--- src/rtl/core/assert_macros.svh ---
// ----------------------------------------------------------------------------
// Assertion macros
// Concurrent assertion wrappers for the RTL; empty in synthesis builds.
// ----------------------------------------------------------------------------
`ifndef ASSERT_MACROS_SVH
`define ASSERT_MACROS_SVH

`ifndef SYNTHESIS

// prop must hold at every clock edge outside reset
`define ASSERT_PROP(lbl, clk, rst_n, prop, msg) \
    lbl: assert property (@(posedge clk) disable iff (!rst_n) prop) else $error(msg);

// expr must never be true outside reset
`define ASSERT_NEVER(lbl, clk, rst_n, expr, msg) \
    lbl: assert property (@(posedge clk) disable iff (!rst_n) !(expr)) else $error(msg);

`else

`define ASSERT_PROP(lbl, clk, rst_n, prop, msg)
`define ASSERT_NEVER(lbl, clk, rst_n, expr, msg)

`endif

`endif

--- src/rtl/core/phuw_pkg.sv ---
// ----------------------------------------------------------------------------
// Phase unwrapper package
// Field widths, register indexes, defaults and controller/datapath interface.
// ----------------------------------------------------------------------------
package phuw_pkg;

    localparam int PHASE_W   = 13;
    localparam int OFF_W     = 10;
    localparam int OUT_W     = 22;
    localparam int DIM_W     = 9;
    localparam int THR_W     = 13;
    localparam int CFG_W     = 13;
    localparam int CFG_IDX_W = 2;

    localparam int MAX_WIDTH_DEF   = 256;
    localparam int MAX_HEIGHT_DEF  = 256;
    localparam int TURN_COUNTS_DEF = 4096;

    localparam logic [CFG_IDX_W-1:0] CFG_FRAME_WIDTH    = 2'd0;
    localparam logic [CFG_IDX_W-1:0] CFG_FRAME_HEIGHT   = 2'd1;
    localparam logic [CFG_IDX_W-1:0] CFG_JUMP_THRESHOLD = 2'd2;

    localparam logic [DIM_W-1:0] FRAME_WIDTH_RST    = 9'd256;
    localparam logic [DIM_W-1:0] FRAME_HEIGHT_RST   = 9'd256;
    localparam logic [THR_W-1:0] JUMP_THRESHOLD_RST = 13'd3072;

    typedef struct packed {
        logic load;          // write sample, advance load position
        logic read_issue;    // present readout address to the stores
        logic read_out;      // form result from store data
        logic init_base;     // latch center row base address
        logic write_center;  // zero center offset, rewind segment walk
        logic seg_setup;     // load segment start and step count
        logic seg_next;      // advance to next segment
        logic fetch_rd;      // read segment start pixel
        logic fetch_latch;   // latch segment start pixel
        logic step_rd;       // read current pixel
        logic step_wr;       // compare, write offset, advance
        logic finish;        // mark frame complete
    } t_cmd;

    typedef struct packed {
        logic load_last;
        logic seg_zero;
        logic last_seg;
        logic last_step;
    } t_status;

endpackage

--- src/rtl/core/phuw_ctrl.sv ---
// ----------------------------------------------------------------------------
// Phase unwrapper controller
// Sequences loading, the row-column offset walk and readout.
// ----------------------------------------------------------------------------
module phuw_ctrl
    import phuw_pkg::*;
(
    input  logic    i_clk,
    input  logic    i_rst_n,
    input  logic    start,
    input  logic    i_mode,
    input  t_status i_status,
    output t_cmd    o_cmd,
    output logic    o_busy
);

    typedef enum logic [3:0] {
        S_IDLE,
        S_BASE,
        S_CENTER,
        S_SEG,
        S_FETCH,
        S_LATCH,
        S_STEP_RD,
        S_STEP_WR,
        S_READ
    } t_state;

    t_state r_state, n_state;
    logic   r_busy;

    always_comb begin
        n_state = r_state;
        o_cmd   = '0;
        case (r_state)
            S_IDLE: begin
                if (start) begin
                    if (!i_mode) begin
                        o_cmd.load = 1'b1;
                        if (i_status.load_last) begin
                            n_state = S_BASE;
                        end
                    end else begin
                        o_cmd.read_issue = 1'b1;
                        n_state          = S_READ;
                    end
                end
            end
            S_BASE: begin
                o_cmd.init_base = 1'b1;
                n_state         = S_CENTER;
            end
            S_CENTER: begin
                o_cmd.write_center = 1'b1;
                n_state            = S_SEG;
            end
            S_SEG: begin
                if (i_status.seg_zero) begin
                    // skip empty segment
                    if (i_status.last_seg) begin
                        o_cmd.finish = 1'b1;
                        n_state      = S_IDLE;
                    end else begin
                        o_cmd.seg_next = 1'b1;
                    end
                end else begin
                    o_cmd.seg_setup = 1'b1;
                    n_state         = S_FETCH;
                end
            end
            S_FETCH: begin
                o_cmd.fetch_rd = 1'b1;
                n_state        = S_LATCH;
            end
            S_LATCH: begin
                o_cmd.fetch_latch = 1'b1;
                n_state           = S_STEP_RD;
            end
            S_STEP_RD: begin
                o_cmd.step_rd = 1'b1;
                n_state       = S_STEP_WR;
            end
            S_STEP_WR: begin
                o_cmd.step_wr = 1'b1;
                if (i_status.last_step) begin
                    if (i_status.last_seg) begin
                        o_cmd.finish = 1'b1;
                        n_state      = S_IDLE;
                    end else begin
                        o_cmd.seg_next = 1'b1;
                        n_state        = S_SEG;
                    end
                end else begin
                    n_state = S_STEP_RD;
                end
            end
            S_READ: begin
                o_cmd.read_out = 1'b1;
                n_state        = S_IDLE;
            end
            default: begin
                n_state = S_IDLE;
            end
        endcase
    end

    always_ff @(posedge i_clk) begin
        if (!i_rst_n) begin
            r_state <= S_IDLE;
            r_busy  <= 1'b0;
        end else begin
            r_state <= n_state;
            r_busy  <= (n_state != S_IDLE);
        end
    end

    assign o_busy = r_busy;

endmodule

--- config.mk ---
export PLATFORM = sky130hd
export DESIGN_NAME = phuw_ctrl
export DESIGN_NICKNAME = d
export VERILOG_FILES = /design/src/rtl/core/assert_macros.svh /design/src/rtl/core/phuw_pkg.sv /design/src/rtl/core/phuw_ctrl.sv
export SDC_FILE = /design/constraint.sdc
export NUM_CORES = 1
export LEC_CHECK = 0
export CORE_AREA = 4 4 41 43
export DETAILED_ROUTE_END_ITERATION = 6
export DIE_AREA = 0 0 45 47
export DONT_BUFFER_PORTS = 1
export GPL_TIMING_DRIVEN = 1
export HOLD_SLACK_MARGIN = 0.12
export PLACE_DENSITY = 0.46
export SYNTH_ARGS = -nofsm -noshare
export SYNTH_HDL_FRONTEND = slang
export SYNTH_SLANG_ARGS = --single-unit
--- constraint.sdc ---
create_clock -name i_clk -period 1.6 [get_ports i_clk]
set_input_delay 0 -clock i_clk [delete_from_list [all_inputs] [get_ports i_clk]]
set_output_delay 0 -clock i_clk [all_outputs]
set_load 0.03 [all_outputs]
* Word-level counts from Yosys, hierarchy flattened
Cells that the tools add are included.
** Cells by class
- Equal/unequal tests :: 8
- Muxes and demuxes :: 29
- Reduce and logical (&&, ||, !) cells :: 2
** Operator list (number)
- $pmux W4 S8 :: 1
- $mux W4 :: 5
- $mux W1 :: 17
- $eq A4 B3 Y1 const B :: 4
- $eq A4 B2 Y1 const B :: 2
- $mux W2 :: 3
- $eq A4 B1 Y1 const B :: 1
- $eq A4 B4 Y1 const B :: 1
- $logic_not A4 Y1 :: 1
- $pmux W1 S2 :: 2
- $reduce_bool A4 Y1 :: 1
- $mux W3 :: 1
** Word-level totals
- Flip-flop bits (word level) :: 5
- Input port bits :: 8
- Output and inout port bits :: 13
- Word-level logic and storage cells :: 41

* Logic depth before layout (Yosys ltp)
Gate-level depths: netlist of the first run.
- Depth after elaboration :: 5
- Gate-level depth with buffers :: 5
- Depth with buffers taken out :: 4

* Worst setup path after synthesis of the first run
Ideal clock, no wire load.
- Path kind :: register to output
- Start :: register r_state[2]
- End :: output o_cmd[9] (netlist bit)
- Arrival time :: 1520 ps
- Data required time :: 1600 ps
- Path slack :: 80 ps
- Stages on the path, launching flop included :: 3
- Path buffers :: 1
- Cell sequence :: dfxtp_1 buf_6 nor4b_1
** RTL lines
- start: declaration :: RTL line phuw_ctrl.sv:29 : t_state r_state, n_state;
- start signal: assignment :: RTL line phuw_ctrl.sv:112 : r_state <= n_state;
- end: declaration :: RTL line phuw_ctrl.sv:13 : output t_cmd o_cmd,

* Final worst setup path of the first run
- Start :: register r_state[2]
- End :: register r_busy (netlist: o_busy)
** Between the ends
- Word-level cells in the longest chain between the ends :: 5
- Elaborated cells on any way between the ends :: 15
- Those cells by class :: eq/ne (7); mux (6); reduce/logical (2)
** RTL lines
- $mux W4 :: RTL line phuw_ctrl.sv:40 : if (i_status.load_last) begin
- $mux W4 :: RTL line phuw_ctrl.sv:38 : if (!i_mode) begin
- $mux W4 :: RTL line phuw_ctrl.sv:37 : if (start) begin
- $pmux W4 S8 (*) :: RTL line phuw_ctrl.sv:35 : case (r_state)
- $reduce_bool A4 Y1 (*) :: RTL line phuw_ctrl.sv:113 : r_busy <= (n_state != S_IDLE);
- end signal: assignment :: RTL line phuw_ctrl.sv:113
- end: declaration :: RTL line phuw_ctrl.sv:30 : logic r_busy;
Mark *: on every way between the ends. The rest lies on a longest branch, timed or not.
A chain may end at the register's enable or synchronous reset.

==> results.sh, run 1 <==
export IMPL_power_frac_comb=0.228
export IMPL_period_needed_ns=1.46
export IMPL_synth_most_common_cell="nor2_1"
export IMPL_crit_type="flop to flop"
export IMPL_holdPathStages=2
export IMPL_die_y_um=47
export IMPL_drt_iter0_drc=9
export IMPL_vias=394
export IMPL_nNetsFinal=78
export IMPL_synth_edf_count=0
export IMPL_clockPowerShare=0.376
export IMPL_fmax_mhz=687
export IMPL_cp_required_ns=1.71
export IMPL_setup_tns_final_ns=0
export IMPL_ys_types=23
export IMPL_status="completed"
export IMPL_synthTopCellsByCount="nor2_1 (7), dfxtp_1 (5), nand2_1 (3), nor3_1 (3), nor4_1 (3)"
export IMPL_reg2reg_to="o_busy"
export IMPL_vdd_drop_max_mv=0.489
export IMPL_tightest_slew_ns=0.297
export IMPL_hpwl_um=718
export IMPL_rows=13
export IMPL_synth_top_cell_by_area="dfxtp_1"
export IMPL_cp_arrival_ns=1.56
export IMPL_cts_sinks=5
export IMPL_io_buffer_count=0
export IMPL_worstPathCellList="buf_4 -> a221oi_2 -> nor3b_1 -> or4_1"
export IMPL_clock_latency_ns=0.23
export IMPL_p_int_uw=270
export IMPL_finalSetupViolations=0
export IMPL_grt_max_degree=8
export IMPL_fin_crit_sh=0.910
export IMPL_r2r_slack_ns=0.14
export IMPL_synth_cells=42
export IMPL_swShare=0.278
export IMPL_synth_top_cell_area_share=0.294
export IMPL_critPathTopFamily="simple AND/OR/NAND/NOR gates"
export IMPL_ys_seq_area_frac=0.294
export IMPL_num_antenna_cells=0
export IMPL_leakage_uw=0.000277
export IMPL_wl_per_cell_um=11.3
export IMPL_final_fill_count=131
export IMPL_synth_avg_cell_area_um2=8.10
export IMPL_start_util=0.262
export IMPL_pin_count=21
export IMPL_hold_viol=0
export IMPL_syn_to_final_growth_pct=69.9
export IMPL_switching_power_uw=104
export IMPL_ctsLongestPathBuffers=2
export IMPL_yosys_warnings=0
export IMPL_die_width_um=45
export IMPL_grtUsageTotal=0.108
export IMPL_syn_cell_area_um2=340
export IMPL_routed_wl_um=949
export IMPL_cap_viol_max_count=0
export IMPL_cts_made_buffers=3
export IMPL_viasPerCell=4.69
export IMPL_utilization=0.444
export IMPL_first_global_vias=378
export IMPL_cts_tree="yes"
export IMPL_regToRegStartpoint="r_state[2]"
export IMPL_drc=0
export IMPL_crit_path_max_fanout=7
export IMPL_drive_above_1_share=0.362
export IMPL_synth_nets=50
export IMPL_drt_antenna_violating_nets=0
export IMPL_fin_ws_ns=0.144
export IMPL_pwr_share_seq=0.396
export IMPL_cts_clk_slew_worst_paths_ns=0.04
export IMPL_critical_path_max_stage_delay_ns=0.49
export IMPL_slew_violations=0
export IMPL_rsz0062_at_grt="false"
export IMPL_path_buf_inv=1
export IMPL_async_flop_share=0
export IMPL_root_buffer="clkbuf_4"
export IMPL_multi_input_area_um2=220
export IMPL_slew_headroom=0.801
export IMPL_regArea_um2=101
export IMPL_core_area_mm2=0.00130
export IMPL_cts_htree_levels=1
export IMPL_crit_path_end_kind="flop"
export IMPL_grt_first_pass_wirelength_um=1670
export IMPL_fin_skew_ns=0.000779
export IMPL_min_path_type="input pin to flop"
export IMPL_pre_cts_slack_ns=0.0673
export IMPL_synth_main_ff_cell="dfxtp_1"
export IMPL_yosys_register_bits=5
export IMPL_gp_congestion=0.705
export IMPL_netlist_top_cells_area="dfxtp_1 (29%), nor2_1 (7.7%), nor4_1 (5.5%), nor3_1 (4.4%), a221oi_2 (4.4%)"
export IMPL_dieArea_mm2=0.00212
export IMPL_critPathLaunchType="flop"
export IMPL_antenna_found_initial=0
export IMPL_grt_remaining_overflow=0
export IMPL_reg2reg_depth=4
export IMPL_min_to="r_state[3]"
export IMPL_min_from="start"
export IMPL_critical_path_slowest_cell="or4_1"
export IMPL_power_density_mw_per_mm2=647
export IMPL_dr_pass1_iters=3
==> power by group through the flow <==
stage / Sequential (uW) / Clock, uW / Combinational [uW]
after floorplan: 149 / 0 / 48.1
after global routing: 149 / 160 / 93.4
final: 148 / 141 / 85.3
after CTS: 148 / 146 / 85.6
after global placement: 150 / 0 / 70.9
after detailed placement: 150 / 0 / 71.1
==> layer usage <==
layer  GRT usage  up-vias  routed length, um
met4      0.0175        0                  0
met1       0.144      175                433
li1            -      204                  -
met5           0        -                  0
met3      0.0575        0                 91
met2       0.155       15                425
==> cells in the final DEF, fill, tap and decap left out, types with 2 or more instances in the layout <==
cell / count
dfxtp_1: 4
or2b_1: 2
nor4_1: 3
dlygate4sd3_1: 8
nor2_1: 7
and3_1: 2
clkbuf_4: 3
buf_4: 17
nor3_1: 3
nor2b_1: 2
nand2_1: 3
==> stage by stage <==
stage          total power [uW]  hold WS [ns]  area (um^2)  instances
2_1_floorplan               197         0.110          340         42
3_3_place_gp                221         0.178          470         72
3_5_place_dp                221         0.180          470         72
4_1_cts                     380         0.121          577         84
5_1_grt                     402         0.144          578         84
6_report                    374         0.128          578         84
==> cells by family after synthesis <==
| logic type | Yosys count | synth area share |
|---|---|---|
| flip-flops | 5 | 0.294 |
| buffers and inverters | 3 | 0.0588 |
| AO/OA/AOI/OAI | 4 | 0.125 |
| multiplexers | 1 | 0.0294 |
| AND/OR/NAND/NOR | 29 | 0.493 |
==> worst max path at each step <==
stage | from | end | slack, ns | cells past startpoint
after floorplan | r_state[2] | o_cmd[9] | 0.08 | 2
after global placement | r_state[2] | o_busy | 0.11 | 4
after detailed placement | r_state[2] | o_busy | 0.07 | 4
after CTS | r_state[2] | o_busy | 0.06 | 4
after global routing | r_state[2] | o_busy | 0.04 | 4
final | r_state[2] | o_busy | 0.14 | 4
==> timing repair <==
action,in CTS,in global routing
hold endpoints to repair,5,0
resized for setup,0,1
endpoints found under the setup margin,0,1
setup buffers,0,0
hold buffers,8,0
==> sequential cells by signal (all words and copies together), names as in the netlist <==
signal and cells:
o_busy 1, r_state 4
==> layout make-up <==
cell class,count,area share
Inverter,1,0.00649
Timing Repair Buffer,25,0.359
Tap cell,15,0.0325
Sequential cell,5,0.175
Multi-Input combinational cell,34,0.381
Clock buffer,4,0.0455
(Power assumes the default switching activity.)
==> inputs of run 2 (changes only) <==
==> constraint.sdc (replaced) <==
create_clock -name i_clk -period 1.6 [get_ports i_clk]
set_input_delay 0.32 -clock i_clk [delete_from_list [all_inputs] [get_ports i_clk]]
set_output_delay 0.32 -clock i_clk [all_outputs]
set_load 0.03 [all_outputs]
==> results.sh, run 2 (synthesized netlist as in run 1, its figures left out) <==
export IMPL_drive_above_1_share=0.667
export IMPL_fmax_mhz=633
export IMPL_syn_to_final_growth_pct=69.1
export IMPL_clock_latency_ns=0.24
export IMPL_fin_skew_ns=0.00154
export IMPL_layout_commonest_cell="buf_4"
export IMPL_routed_wl_um=1050
export IMPL_crit_type="flop to output port"
export IMPL_cts_hold_buf=0
export IMPL_tightest_slew_ns=0.304
export IMPL_drt_iter0_drc=4
export IMPL_start_util=0.262
export IMPL_crit_path_end_kind="output port"
export IMPL_utilization=0.442
export IMPL_top_register="r_state"
export IMPL_antenna_found_initial=0
export IMPL_nNetsFinal=69
export IMPL_grt_remaining_overflow=0
export IMPL_ctsLongestPathBuffers=2
export IMPL_critPathLaunchType="flop"
export IMPL_period_needed_ns=1.58
export IMPL_min_path_type="input pin to flop"
export IMPL_cp_required_ns=1.28
export IMPL_leakage_uw=0.000267
export IMPL_core_area_mm2=0.00130
export IMPL_drc=0
export IMPL_crit_path_max_fanout=4
export IMPL_pin_count=21
export IMPL_grtUsageTotal=0.104
export IMPL_hold_viol=0
export IMPL_rows=13
export IMPL_grt_first_pass_wirelength_um=1510
export IMPL_viasPerCell=4.93
export IMPL_cts_htree_levels=1
export IMPL_grt_max_degree=9
export IMPL_final_cell_mix="buf_4 (12), buf_6 (4)"
export IMPL_num_antenna_cells=0
export IMPL_vdd_drop_max_mv=0.360
export IMPL_status="completed"
export IMPL_gp_congestion=0.734
export IMPL_hpwl_um=692
export IMPL_root_buffer="clkbuf_4"
export IMPL_dpl_cell_area_um2=464
export IMPL_slew_violations=0
export IMPL_cts_clk_slew_worst_paths_ns=0.04
export IMPL_die_width_um=45
export IMPL_rsz0062_at_grt="true"
export IMPL_cts_made_buffers=3
export IMPL_dr_pass1_iters=6
export IMPL_final_fill_count=141
export IMPL_io_buffer_count=0
export IMPL_cap_viol_max_count=0
export IMPL_vias=370
export IMPL_cts_tree="yes"
export IMPL_finalSetupViolations=0
export IMPL_wl_per_cell_um=14.0
export IMPL_place_inst=69
export IMPL_fin_cells=75
export IMPL_final_cell_area_um2=576
export IMPL_cts_sinks=5
export IMPL_largest_reg_flops=4
export IMPL_dieArea_mm2=0.00212
export IMPL_cp_arrival_ns=1.26
export IMPL_slew_headroom=0.797
export IMPL_power_density_mw_per_mm2=651
export IMPL_die_y_um=47
export IMPL_drt_antenna_violating_nets=0
export IMPL_fin_crit_sh=0.987
export IMPL_first_global_vias=366
-- run 2: changes by cell type in the layout (fill, tap and decap cells not counted), moves of 4 or more --
cell,before,now
buf_4,17,12
nor2_1,7,3
dlygate4sd3_1,8,0
buf_6,0,4
-- run 2: worst max-delay path, cell delays in order, from the launching register on --
cell	delay (ns)
dfxtp_2	0.33
mux2i_1	0.15
buf_4	0.15
nor4_1	0.18
buf_4	0.21
-- run 2: per-layer routing --
metal  global-route usage  up-vias  part of all wire
met3               0.0536        0             0.096
met2                0.153       13              0.51
met4               0.0702        0                 0
met5                    0        -                 0
met1                0.116      169              0.39
li1                     -      188                 -
-- run 2: final timing paths --
kind | startpoint | to | slack (ns) | cells past startpoint
setup reg to reg | r_state[2] | o_busy | 0.13 | 4
hold / removal | i_mode | r_state[3] | 0.26 | 1
setup / recovery | r_state[2] | o_cmd[5] | 0.02 | 4
hold reg to reg | r_state[3] | r_state[0] | 0.59 | 2
-- run 2: repair_timing --
item	4_1_cts	5_1_grt
gates resized for setup	9	13
pin swaps	1	2
setup buffers	2	0
endpoints found under the setup margin	8	11
-- run 2: final cells by class --
class | instances | area (um^2) | share of cell area
flip-flops and latches | 5 | 110 | 0.191
inverters | 1 | 3.75 | 0.00652
clock buffers | 4 | 26.3 | 0.0457
repair buffers | 16 | 135 | 0.235
well taps | 15 | 18.8 | 0.0326
multi-input cells | 34 | 282 | 0.489
-- run 2: through the flow --
step / setup TNS, ns / setup slack, ns / hold WS, ns / power [uW]
floorplan: -0.638 / -0.231 / 0.481 / 200
global placement: 0 / 0.0826 / 0.503 / 220
detailed placement: 0 / 0.0874 / 0.501 / 220
CTS: -0.0216 / -0.0128 / 0.246 / 377
global route: -0.243 / -0.0491 / 0.240 / 403
finish: 0 / 0.0201 / 0.264 / 375
-- run 2: where the power goes --
part | total [uW] | internal [uW] | switching [uW]
clock network | 143 | 94.1 | 49.0
logic | 80.6 | 38.2 | 42.4
registers | 151 | 133 | 18.6
==> inputs of run 3 (changes only) <==
--- a/config.mk
+++ b/config.mk
@@ -12,6 +12,7 @@
 export GPL_TIMING_DRIVEN = 1
 export HOLD_SLACK_MARGIN = 0.12
 export PLACE_DENSITY = 0.46
+export SETUP_SLACK_MARGIN = 0.02
 export SYNTH_ARGS = -nofsm -noshare
 export SYNTH_HDL_FRONTEND = slang
 export SYNTH_SLANG_ARGS = --single-unit
==> constraint.sdc (replaced) <==
create_clock -name i_clk -period 2.05 [get_ports i_clk]
set_input_delay 0.41 -clock i_clk [delete_from_list [all_inputs] [get_ports i_clk]]
set_output_delay 0.41 -clock i_clk [all_outputs]
set_load 0.03 [all_outputs]
==> results.sh, run 3 (synthesized netlist as in run 1, its figures left out) <==
export IMPL_vias=355
export IMPL_cts_resized=0
export IMPL_wl_per_cell_um=12.2
export IMPL_leakage_uw=0.000209
export IMPL_rsz0062_at_grt="false"
export IMPL_cts_hold_buf=0
export IMPL_cts_sinks=5
export IMPL_die_width_um=45
export IMPL_top_usage_layer="met1"
export IMPL_pre_cts_slack_ns=0.302
export IMPL_cts_htree_levels=1
export IMPL_rows=13
export IMPL_cap_viol_max_count=0
export IMPL_cp_required_ns=1.64
export IMPL_core_area_mm2=0.00130
export IMPL_drc=0
export IMPL_swShare=0.279
export IMPL_min_path_type="input pin to flop"
export IMPL_start_util=0.262
export IMPL_cp_endpoint="o_cmd[0]"
export IMPL_power_density_mw_per_mm2=603
export IMPL_fin_crit_sh=0.888
export IMPL_reg2reg_depth=4
export IMPL_grt_first_pass_wirelength_um=1480
export IMPL_post_cts_buffers=0
export IMPL_cp_arrival_ns=1.41
export IMPL_final_fill_count=151
export IMPL_groute_layer_met1_usage=0.130
export IMPL_final_cell_mix="buf_4 (11), nor2_1 (7), dfxtp_1 (5)"
export IMPL_hpwl_um=676
export IMPL_vdd_drop_max_mv=0.373
export IMPL_clock_latency_ns=0.24
export IMPL_globalRouteMet2Util=0.124
export IMPL_critPathLaunchType="flop"
export IMPL_root_buffer="clkbuf_4"
export IMPL_drt_iter0_drc=11
export IMPL_die_y_um=47
export IMPL_first_global_vias=346
export IMPL_grtUsageTotal=0.0957
export IMPL_slew_headroom=0.731
export IMPL_drt_antenna_violating_nets=0
export IMPL_top_register="r_state"
export IMPL_period_needed_ns=1.82
export IMPL_setup_tns_final_ns=0
export IMPL_num_antenna_cells=0
export IMPL_pin_count=21
export IMPL_worstSetupStartpoint="r_state[2]"
export IMPL_crit_type="flop to output port"
export IMPL_regToRegStartpoint="r_state[2]"
export IMPL_r2r_slack_ns=0.30
export IMPL_drive_above_1_share=0.327
export IMPL_ctsLongestPathBuffers=2
export IMPL_hold_viol=0
export IMPL_reg2reg_to="o_busy"
export IMPL_routed_wl_um=854
export IMPL_p_int_uw=197
export IMPL_crit_path_end_kind="output port"
export IMPL_gp_congestion=0.710
export IMPL_pwr_share_seq=0.437
export IMPL_fin_skew_ns=0.00286
export IMPL_met3_usage=0.0536
export IMPL_io_buffer_count=0
export IMPL_fin_ws_ns=0.230
export IMPL_dieArea_mm2=0.00212
export IMPL_cts_clk_slew_worst_paths_ns=0.04
export IMPL_nNetsFinal=64
export IMPL_cts_tree="yes"
export IMPL_viasPerCell=5.07
export IMPL_layout_commonest_cell="buf_4"
export IMPL_fmax_mhz=550
export IMPL_syn_to_final_growth_pct=32.7
export IMPL_switching_power_uw=75.9
export IMPL_crit_path_max_fanout=11
export IMPL_slew_violations=0
export IMPL_largest_reg_flops=4
export IMPL_grt_max_degree=12
export IMPL_status="completed"
export IMPL_antenna_found_initial=0
export IMPL_cts_made_buffers=3
export IMPL_tightest_slew_ns=0.402
export IMPL_power_frac_comb=0.166
export IMPL_holdPathStages=1
export IMPL_clockPowerShare=0.397
export IMPL_dr_pass1_iters=4
export IMPL_finalSetupViolations=0
export IMPL_grt_remaining_overflow=0
[run 3: cell count changes in the layout (fill, tap and decap cells not counted), sizes merged]
cell,delta
buf,-5
[run 3: power groups by stage]
stage | Sequential [uW] | Clock (uW) | Combinational (uW)
final | 119 | 108 | 45.2
after global routing | 120 | 124 | 49.6
after CTS | 119 | 115 | 45.8
after detailed placement | 121 | 0 | 45.6
after global placement | 121 | 0 | 46.0
after floorplan | 116 | 0 | 37.6
[run 3: how the worst min path moves through the flow]
| stage | end | startpoint |
|---|---|---|
| 6_report | r_state[3] | i_mode |
| 2_1_floorplan | r_state[3] | i_mode |
| 3_3_place_gp | r_state[3] | i_mode |
| 5_1_grt | r_state[3] | i_mode |
| 3_5_place_dp | r_state[3] | i_mode |
| 4_1_cts | r_state[3] | i_mode |
[run 3: final cells by class]
| cell class | count | area, um^2 | area share |
|---|---|---|---|
| multi-input combinational | 34 | 220 | 0.488 |
| sequential | 5 | 100 | 0.222 |
| timing repair buffer | 11 | 82.6 | 0.183 |
| clock buffer | 4 | 26.3 | 0.0582 |
| tap | 15 | 18.8 | 0.0416 |
| inverter | 1 | 3.75 | 0.00831 |
[run 3: per-stage QoR]
stage	std cells	util	power [uW]	area (um^2)	hold WS [ns]
after detailed placement	66	0.327	166	425	0.586
after floorplan	42	-	154	340	0.571
after global routing	70	0.347	294	452	0.338
final	70	0.347	273	452	0.343
after global placement	66	0.327	167	425	0.598
after CTS	70	0.347	279	452	0.338
[run 3: worst max-delay path, stage by stage, from the launching register on]
cell	delay, ns
dfxtp_1	0.56
mux2i_1	0.18
nor4_1	0.22
buf_4	0.21
[run 3: metal layers]
metal,vias to the layer above,wire [um]
met4,0,0
met5,-,0
li1,177,-
met2,16,345
met3,0,111
met1,162,397
